--- config.mk ---
export PLATFORM = sky130hd
export DESIGN_NAME = segment_spread_ratio
export DESIGN_NICKNAME = d
export VERILOG_FILES = /design/src/rtl/ssr_pkg.sv /design/src/rtl/segment_spread_ratio.sv
export SDC_FILE = /design/constraint.sdc
export NUM_CORES = 2
export LEC_CHECK = 0
export BUFFER_PORTS_ARGS = -buffer_cell sky130_fd_sc_hd__buf_2
export CORE_ASPECT_RATIO = 0.6
export CORE_MARGIN = 4
export CORE_UTILIZATION = 35
export CTS_CLUSTER_SIZE = 24
export DETAILED_ROUTE_END_ITERATION = 6
export REMOVE_ABC_BUFFERS = 1
export SLEW_MARGIN = 20
export SYNTH_ARGS = -nofsm -noshare
export SYNTH_HDL_FRONTEND = slang
export SYNTH_SLANG_ARGS = --single-unit
--- constraint.sdc ---
create_clock -name clk -period 22.7 [get_ports clk]
set_clock_uncertainty 0.2 [all_clocks]
set_input_delay 5.675 -clock clk [delete_from_list [all_inputs] [get_ports clk]]
set_output_delay 5.675 -clock clk [all_outputs]
set_load 0.01 [all_outputs]
--- src/rtl/ssr_pkg.sv ---
// ============================================================================
// ssr_pkg: shared types and constants of the segment spread ratio block
// Field widths, datapath widths of the shift-subtract unit, and the
// sequencer state type.
// ============================================================================
package ssr_pkg;

    // Input and output field widths
    localparam int COORD_W    = 16;
    localparam int RATIO_W    = 17;
    localparam int IN_DATA_W  = 4 * COORD_W;
    localparam int OUT_DATA_W = 24;
    localparam int OUT_USER_W = 2;

    // Deviation and square widths
    localparam int DEV_W  = COORD_W + 1;
    localparam int PROD_W = 2 * DEV_W;

    // Sums of squares, roots and the shift-subtract remainder
    localparam int SUM_W      = 48;
    localparam int ROOT_W     = SUM_W / 2;
    localparam int REM_W      = 28;
    localparam int STEP_W     = 6;
    localparam int RATIO_FRAC = 16;

    // Defaults of the top-level parameters
    localparam int DEF_MAX_POINTS      = 1024;
    localparam int DEF_COORD_FRAC_BITS = 10;

    // Sequencer states
    typedef enum logic [3:0] {
        ST_IDLE,
        ST_SQ_X,
        ST_SQ_Y,
        ST_ADD_Y,
        ST_CHECK,
        ST_DIV_X,
        ST_SQRT_X,
        ST_DIV_Y,
        ST_SQRT_Y,
        ST_RATIO,
        ST_OUT
    } ssr_state_t;

endpackage

--- src/rtl/segment_spread_ratio.sv ---
// ============================================================================
// segment_spread_ratio: spread ratio of the points of one scan segment
// Sums squared deviations of the points from the segment mean and, on the
// last point, outputs (1 + min std) / (1 + max std) as a Q1.16 ratio.
// ============================================================================
//
//  Channel  | Direction | Signals                     | Content
//  ---------+-----------+-----------------------------+---------------------------
//  s_       | in        | tvalid tready tdata tuser   | one point, first/last flags
//           |           | tlast                       |
//  m_       | out       | tvalid tready tdata tuser   | ratio and status flags
//
//  A point that is not the last passes through accept, two squares through
//  the one shared multiplier and a final add; a point past MAX_POINTS is
//  dropped after accept and the count check. A last point of a segment
//  with three or more points then runs the one shift-subtract unit through
//  two 48-step divisions, two 24-step square roots and a 48-step ratio
//  division, one step per cycle. Segments of at most two points skip the unit.
//  Reset clears the sums, count, held mean and output valid at once.
//  A stalled result holds the block in its output state until it is taken.
//
module segment_spread_ratio
    import ssr_pkg::*;
#(
    parameter int MAX_POINTS      = DEF_MAX_POINTS,
    parameter int COORD_FRAC_BITS = DEF_COORD_FRAC_BITS
)
(
    input  logic                  clk,
    input  logic                  rst_n,
    // Input point
    input  logic                  s_tvalid,
    output logic                  s_tready,
    input  logic [IN_DATA_W-1:0]  s_tdata,   // point_x, point_y, mean_x, mean_y
    input  logic                  s_tuser,   // first_point
    input  logic                  s_tlast,   // last_point
    // Result
    output logic                  m_tvalid,
    input  logic                  m_tready,
    output logic [OUT_DATA_W-1:0] m_tdata,   // spread_ratio, zero padding
    output logic [OUT_USER_W-1:0] m_tuser    // too_few_points, point_overflow
);

    localparam int CNT_W = $clog2(MAX_POINTS + 1);
    localparam logic [CNT_W-1:0] CNT_MAX = CNT_W'(MAX_POINTS);
    localparam int ONE_W = ROOT_W + 1;
    localparam logic [ONE_W-1:0] ONE_VAL = ONE_W'(1) << COORD_FRAC_BITS;

    // Control registers
    ssr_state_t             state_reg, state_next;
    logic [COORD_W-1:0]     mean_x_reg, mean_x_next;
    logic [COORD_W-1:0]     mean_y_reg, mean_y_next;
    logic [SUM_W-1:0]       sum_x_reg, sum_x_next;
    logic [SUM_W-1:0]       sum_y_reg, sum_y_next;
    logic [CNT_W-1:0]       count_reg, count_next;
    logic                   ovf_reg, ovf_next;
    logic                   last_reg, last_next;
    logic [STEP_W-1:0]      step_reg, step_next;
    logic                   out_valid_reg, out_valid_next;

    // Payload registers
    logic [COORD_W-1:0]     pt_x_reg, pt_x_next;
    logic [COORD_W-1:0]     pt_y_reg, pt_y_next;
    logic [PROD_W-1:0]      prod_reg, prod_next;
    logic [SUM_W-1:0]       work_reg, work_next;
    logic [REM_W-1:0]       rem_reg, rem_next;
    logic [SUM_W-1:0]       quo_reg, quo_next;
    logic [REM_W-1:0]       dvsr_reg, dvsr_next;
    logic [ROOT_W-1:0]      sx_reg, sx_next;
    logic [RATIO_W-1:0]     res_ratio_reg, res_ratio_next;
    logic                   res_few_reg, res_few_next;
    logic [RATIO_W-1:0]     out_ratio_reg, out_ratio_next;
    logic                   out_few_reg, out_few_next;
    logic                   out_ovf_reg, out_ovf_next;

    // Shared multiplier: squared deviation of x or y
    logic                   sel_y;
    logic [COORD_W-1:0]     mul_mean, mul_pt;
    logic [DEV_W-1:0]       dev, dev_abs;
    logic [PROD_W-1:0]      square;

    assign sel_y    = (state_reg == ST_SQ_Y);
    assign mul_mean = sel_y ? mean_y_reg : mean_x_reg;
    assign mul_pt   = sel_y ? pt_y_reg : pt_x_reg;
    assign dev      = {mul_mean[COORD_W-1], mul_mean} - {mul_pt[COORD_W-1], mul_pt};
    assign dev_abs  = dev[DEV_W-1] ? (~dev + DEV_W'(1)) : dev;
    assign square   = PROD_W'(dev_abs) * PROD_W'(dev_abs);

    // Shared shift-subtract unit: one step of a restoring division or root
    logic                   sqrt_mode;
    logic [REM_W-1:0]       r_shift, operand, rem_step;
    logic [REM_W:0]         diff;
    logic                   take;
    logic [SUM_W-1:0]       quo_step, work_step;
    logic                   step_done;

    assign sqrt_mode = (state_reg == ST_SQRT_X) || (state_reg == ST_SQRT_Y);
    assign r_shift   = sqrt_mode ? {rem_reg[REM_W-3:0], work_reg[SUM_W-1:SUM_W-2]}
                                 : {rem_reg[REM_W-2:0], work_reg[SUM_W-1]};
    assign operand   = sqrt_mode ? {quo_reg[REM_W-3:0], 2'b01} : dvsr_reg;
    assign diff      = {1'b0, r_shift} - {1'b0, operand};
    assign take      = !diff[REM_W];
    assign rem_step  = take ? diff[REM_W-1:0] : r_shift;
    assign quo_step  = {quo_reg[SUM_W-2:0], take};
    assign work_step = sqrt_mode ? (work_reg << 2) : (work_reg << 1);
    assign step_done = (step_reg == (sqrt_mode ? STEP_W'(ROOT_W - 1) : STEP_W'(SUM_W - 1)));

    // Divisor count - 1, and min and max of the two roots
    logic [CNT_W-1:0]       count_m1;
    logic [ROOT_W-1:0]      root_y, lo_root, hi_root;
    logic [ONE_W-1:0]       one_lo, one_hi;

    assign count_m1 = count_reg - CNT_W'(1);
    assign root_y   = quo_step[ROOT_W-1:0];
    assign lo_root  = (sx_reg < root_y) ? sx_reg : root_y;
    assign hi_root  = (sx_reg < root_y) ? root_y : sx_reg;
    assign one_lo   = ONE_VAL + {1'b0, lo_root};
    assign one_hi   = ONE_VAL + {1'b0, hi_root};

    // State register and control state
    always_ff @(posedge clk or negedge rst_n)
    begin
        if (!rst_n)
        begin
            state_reg     <= ST_IDLE;
            mean_x_reg    <= '0;
            mean_y_reg    <= '0;
            sum_x_reg     <= '0;
            sum_y_reg     <= '0;
            count_reg     <= '0;
            ovf_reg       <= 1'b0;
            last_reg      <= 1'b0;
            step_reg      <= '0;
            out_valid_reg <= 1'b0;
        end
        else
        begin
            state_reg     <= state_next;
            mean_x_reg    <= mean_x_next;
            mean_y_reg    <= mean_y_next;
            sum_x_reg     <= sum_x_next;
            sum_y_reg     <= sum_y_next;
            count_reg     <= count_next;
            ovf_reg       <= ovf_next;
            last_reg      <= last_next;
            step_reg      <= step_next;
            out_valid_reg <= out_valid_next;
        end
    end

    // Payload registers
    always_ff @(posedge clk)
    begin
        pt_x_reg      <= pt_x_next;
        pt_y_reg      <= pt_y_next;
        prod_reg      <= prod_next;
        work_reg      <= work_next;
        rem_reg       <= rem_next;
        quo_reg       <= quo_next;
        dvsr_reg      <= dvsr_next;
        sx_reg        <= sx_next;
        res_ratio_reg <= res_ratio_next;
        res_few_reg   <= res_few_next;
        out_ratio_reg <= out_ratio_next;
        out_few_reg   <= out_few_next;
        out_ovf_reg   <= out_ovf_next;
    end

    // Sequencer: next state and datapath control
    always_comb
    begin
        state_next     = state_reg;
        mean_x_next    = mean_x_reg;
        mean_y_next    = mean_y_reg;
        sum_x_next     = sum_x_reg;
        sum_y_next     = sum_y_reg;
        count_next     = count_reg;
        ovf_next       = ovf_reg;
        last_next      = last_reg;
        step_next      = step_reg;
        pt_x_next      = pt_x_reg;
        pt_y_next      = pt_y_reg;
        prod_next      = prod_reg;
        work_next      = work_reg;
        rem_next       = rem_reg;
        quo_next       = quo_reg;
        dvsr_next      = dvsr_reg;
        sx_next        = sx_reg;
        res_ratio_next = res_ratio_reg;
        res_few_next   = res_few_reg;
        out_ratio_next = out_ratio_reg;
        out_few_next   = out_few_reg;
        out_ovf_next   = out_ovf_reg;
        out_valid_next = out_valid_reg && !m_tready;

        // Iterative states advance the shift-subtract unit by one step
        if (state_reg == ST_DIV_X || state_reg == ST_SQRT_X || state_reg == ST_DIV_Y
            || state_reg == ST_SQRT_Y || state_reg == ST_RATIO)
        begin
            rem_next  = rem_step;
            quo_next  = quo_step;
            work_next = work_step;
            step_next = step_reg + STEP_W'(1);
        end

        unique case (state_reg)
            ST_IDLE:
            begin
                if (s_tvalid)
                begin
                    pt_x_next = s_tdata[COORD_W-1:0];
                    pt_y_next = s_tdata[2*COORD_W-1:COORD_W];
                    last_next = s_tlast;
                    // A first point latches the mean and restarts the sums
                    if (s_tuser)
                    begin
                        mean_x_next = s_tdata[3*COORD_W-1:2*COORD_W];
                        mean_y_next = s_tdata[4*COORD_W-1:3*COORD_W];
                        sum_x_next  = '0;
                        sum_y_next  = '0;
                        count_next  = '0;
                        ovf_next    = 1'b0;
                    end
                    state_next = ST_SQ_X;
                end
            end
            ST_SQ_X:
            begin
                if (count_reg < CNT_MAX)
                begin
                    prod_next  = square;
                    state_next = ST_SQ_Y;
                end
                else
                begin
                    // Points past the maximum are dropped and flagged
                    ovf_next   = 1'b1;
                    state_next = last_reg ? ST_CHECK : ST_IDLE;
                end
            end
            ST_SQ_Y:
            begin
                sum_x_next = sum_x_reg + SUM_W'(prod_reg);
                prod_next  = square;
                state_next = ST_ADD_Y;
            end
            ST_ADD_Y:
            begin
                sum_y_next = sum_y_reg + SUM_W'(prod_reg);
                count_next = count_reg + CNT_W'(1);
                state_next = last_reg ? ST_CHECK : ST_IDLE;
            end
            ST_CHECK:
            begin
                if (count_reg <= CNT_W'(2))
                begin
                    res_ratio_next = '0;
                    res_few_next   = 1'b1;
                    state_next     = ST_OUT;
                end
                else
                begin
                    work_next  = sum_x_reg;
                    dvsr_next  = REM_W'(count_m1);
                    rem_next   = '0;
                    quo_next   = '0;
                    step_next  = '0;
                    state_next = ST_DIV_X;
                end
            end
            ST_DIV_X:
            begin
                if (step_done)
                begin
                    work_next  = quo_step;
                    rem_next   = '0;
                    quo_next   = '0;
                    step_next  = '0;
                    state_next = ST_SQRT_X;
                end
            end
            ST_SQRT_X:
            begin
                if (step_done)
                begin
                    sx_next    = quo_step[ROOT_W-1:0];
                    work_next  = sum_y_reg;
                    dvsr_next  = REM_W'(count_m1);
                    rem_next   = '0;
                    quo_next   = '0;
                    step_next  = '0;
                    state_next = ST_DIV_Y;
                end
            end
            ST_DIV_Y:
            begin
                if (step_done)
                begin
                    work_next  = quo_step;
                    rem_next   = '0;
                    quo_next   = '0;
                    step_next  = '0;
                    state_next = ST_SQRT_Y;
                end
            end
            ST_SQRT_Y:
            begin
                if (step_done)
                begin
                    // Ratio division: ((one + min) << 16) / (one + max)
                    work_next  = SUM_W'(one_lo) << RATIO_FRAC;
                    dvsr_next  = REM_W'(one_hi);
                    rem_next   = '0;
                    quo_next   = '0;
                    step_next  = '0;
                    state_next = ST_RATIO;
                end
            end
            ST_RATIO:
            begin
                if (step_done)
                begin
                    res_ratio_next = quo_step[RATIO_W-1:0];
                    res_few_next   = 1'b0;
                    state_next     = ST_OUT;
                end
            end
            ST_OUT:
            begin
                // Wait for the output register to free, then clear the sums
                if (!out_valid_reg || m_tready)
                begin
                    out_ratio_next = res_ratio_reg;
                    out_few_next   = res_few_reg;
                    out_ovf_next   = ovf_reg;
                    out_valid_next = 1'b1;
                    sum_x_next     = '0;
                    sum_y_next     = '0;
                    count_next     = '0;
                    ovf_next       = 1'b0;
                    state_next     = ST_IDLE;
                end
            end
            default:
            begin
                state_next = ST_IDLE;
            end
        endcase
    end

    // Ports
    assign s_tready = (state_reg == ST_IDLE);
    assign m_tvalid = out_valid_reg;
    assign m_tdata  = {{(OUT_DATA_W - RATIO_W){1'b0}}, out_ratio_reg};
    assign m_tuser  = {out_ovf_reg, out_few_reg};

endmodule

==> impl_metrics.yaml <==
critical_path:
  crit_path_end_kind: "flip-flop"
  crit_top_cell: "fa_1"
  required_ns: 22.85
  setup.worst_path.class: "reg2reg"
  critPathLaunchType: "flip-flop"
  slowest_stage: "xor2_1"
  arrival_ns: 12.67
  rrSetupSlack_ns: 10.18
  slowest_delay_ns: 0.72
  crit_fanout: 48
clock_tree:
  cts.path.max_buffers: 3
  cts_hold_buf: 0
  clock_latency_ns: 0.64
  cts_sinks: 425
  clk_pin_slew_ns: 0.07
  cts_tree: "yes"
  cts-resized-gates: 0
  cts_setup_buffers: 0
  cts_buffers: 46
  cts-root-buf: "clkbuf_16"
  ctsHtreeMaxLevel: 2
placed_design:
  gp_congestion: 0.938
  io_buffer_count: 90
  hpwl_um: 73800
grt:
  grt_pass1_wl_um: 151000
  grt_pass1_vias: 25400
  grt_start_max_net_pins: 89
  grt_use_total: 0.186
  overflow: 0
  antenna_found_initial: 0
synthesis:
  yosys_most_used_dff: "dfrtp_1"
  synthDistinctLibCells: 97
  ys.warnings.count: 0
  yosys_register_bits: 425
  avgSynthCellArea_um2: 9.25
  synthTopCellsByArea: "edfxtp_1 (13%), fa_1 (12%), dfrtp_1 (11%)"
  syn-cell-area_mm2: 0.0339
  synthTopCellsByCount: "nand2_1 (396), inv_1 (326), nor2_1 (300)"
  yosysSeqAreaShare: 0.318
  synth_edf_count: 151
  syn_inst: 3662
  synth_top_area_frac: 0.134
  synth_area_leader_cell: "edfxtp_1"
  yosysMostFrequentCell: "nand2_1"
  synthArstFlopShare: 0.358
die:
  initial_utilization: 0.353
  dieHeight_um: 249
  num_rows: 88
  fp.coreArea_mm2: 0.0960
  die_w_um: 410
  die_area_mm2: 0.102
  pin_count: 98
final_layout:
  nNetsFinal: 4191
  syn_to_final_growth_pct: 10.4
  num_antenna_cells: 0
  multi_input_area_mm2: 0.0213
  layout-drive-gt1-share: 0.0952
  fin_util: 0.389
  area.sequential_mm2: 0.0108
  fillers: 9582
detailed_routing:
  firstDrtPassIters: 7
  wl_per_cell_um: 19.3
  vias: 27100
  ant_nets: 0
  routed_via_density: 5.40
  routed_wl_um: 97000
  drt_iter0_markers: 2766
  post-route-drc-count: 5
timing:
  finalMaxSlewViolations: 0
  slew_headroom: 0.203
  setup_viol: 0
  fmax_mhz: 79.9
  min_period_over_period: 0.552
  fin_crit_ns: 12.52
  fin_tns_setup_ns: 0
  finalHoldViolCount: 0
  worst_slew_pin_slew_ns: 1.18
  rsz0062_at_grt: "false"
run_status:
  violations: "DRC"
  outcome: "finished with violations"
flow_run:
  maxCapViolCount: 0
min_path:
  hold_path.class: "reg2reg"
==> per-layer routing <==
metal	vias to the layer above	share of wire	GRT usage
li1	12900	-	-
met1	13200	0.51	0.301
met2	945	0.37	0.236
met3	87	0.11	0.0582
met4	2	0.012	0.0280
met5	-	0.0015	0.0103
==> metrics by stage <==
stage / setup slack, ns / instance area [µm²] / hold WS [ns] / std cells
final: 10.18 / 37400 / 0.219 / 5025
after global routing: 9.60 / 37400 / 0.223 / 5025
after floorplan: 10.04 / 33200 / 0.200 / 3502
after detailed placement: 10.49 / 35700 / 0.205 / 4939
after global placement: 10.72 / 35700 / 0.203 / 4939
after CTS: 10.42 / 37400 / 0.218 / 5025
==> cell usage in the layout, fill, tap and decap left out, types with 84 or more instances in the layout <==
cell type and count:
nand2_1 395, inv_1 326, nor2_1 296, a21oi_1 269, ha_1 243, o21ai_0 203
fa_1 196, dfrtp_1 152, edfxtp_1 151, dfxtp_1 122, mux2i_1 118, xnor2_1 106
buf_2 89, mux2_2 84
==> worst max-delay path, delay by kind of cell (launching register included) <==
kind	cells	cell delay (ns)
AOI/OAI and AO/OA	12	3.32
xor gates and xnor gates	2	0.87
adders and majority gates	8	3.62
buffers and inverters	6	1.29
DFF	1	0.66
muxes	1	0.44
and+or+nand+nor	7	1.77
==> cell families after synthesis <==
logic type      share of synthesized area
compound gates                      0.172
xor+xnor                           0.0492
fa+ha+maj                           0.206
buf+inv                            0.0592
flops                               0.318
mux                                0.0628
other cells                      0.000222
simple gates                        0.133
==> cell type report <==
class,instances,share of cell area
tap,1305,0.0437
sequential,425,0.288
multi-input combinational,2740,0.569
clock inverter,27,0.0104
inverter,337,0.0339
clock buffer,59,0.0343
timing repair buffer,132,0.0206
==> final timing paths <==
check	from	end	cells past startpoint
max	state_reg[0]$_DFFE_PN0P_	prod_reg[32]$_DFFE_PP_	36
min in group asynchronous	rst_n	sum_y_reg[17]$_DFFE_PN0P_	1
max in group asynchronous	rst_n	mean_x_reg[4]$_DFFE_PN0P_	2
min reg2reg	res_ratio_reg[12]$_SDFFCE_PN0P_	out_ratio_reg[12]$_DFFE_PP_	0
max reg2reg	state_reg[0]$_DFFE_PN0P_	prod_reg[32]$_DFFE_PP_	36
min	res_ratio_reg[12]$_SDFFCE_PN0P_	out_ratio_reg[12]$_DFFE_PP_	0
Power is left out: the tool's default activity adds up to more than one toggle a clock period on the data nets, which glitch-free logic cannot reach.
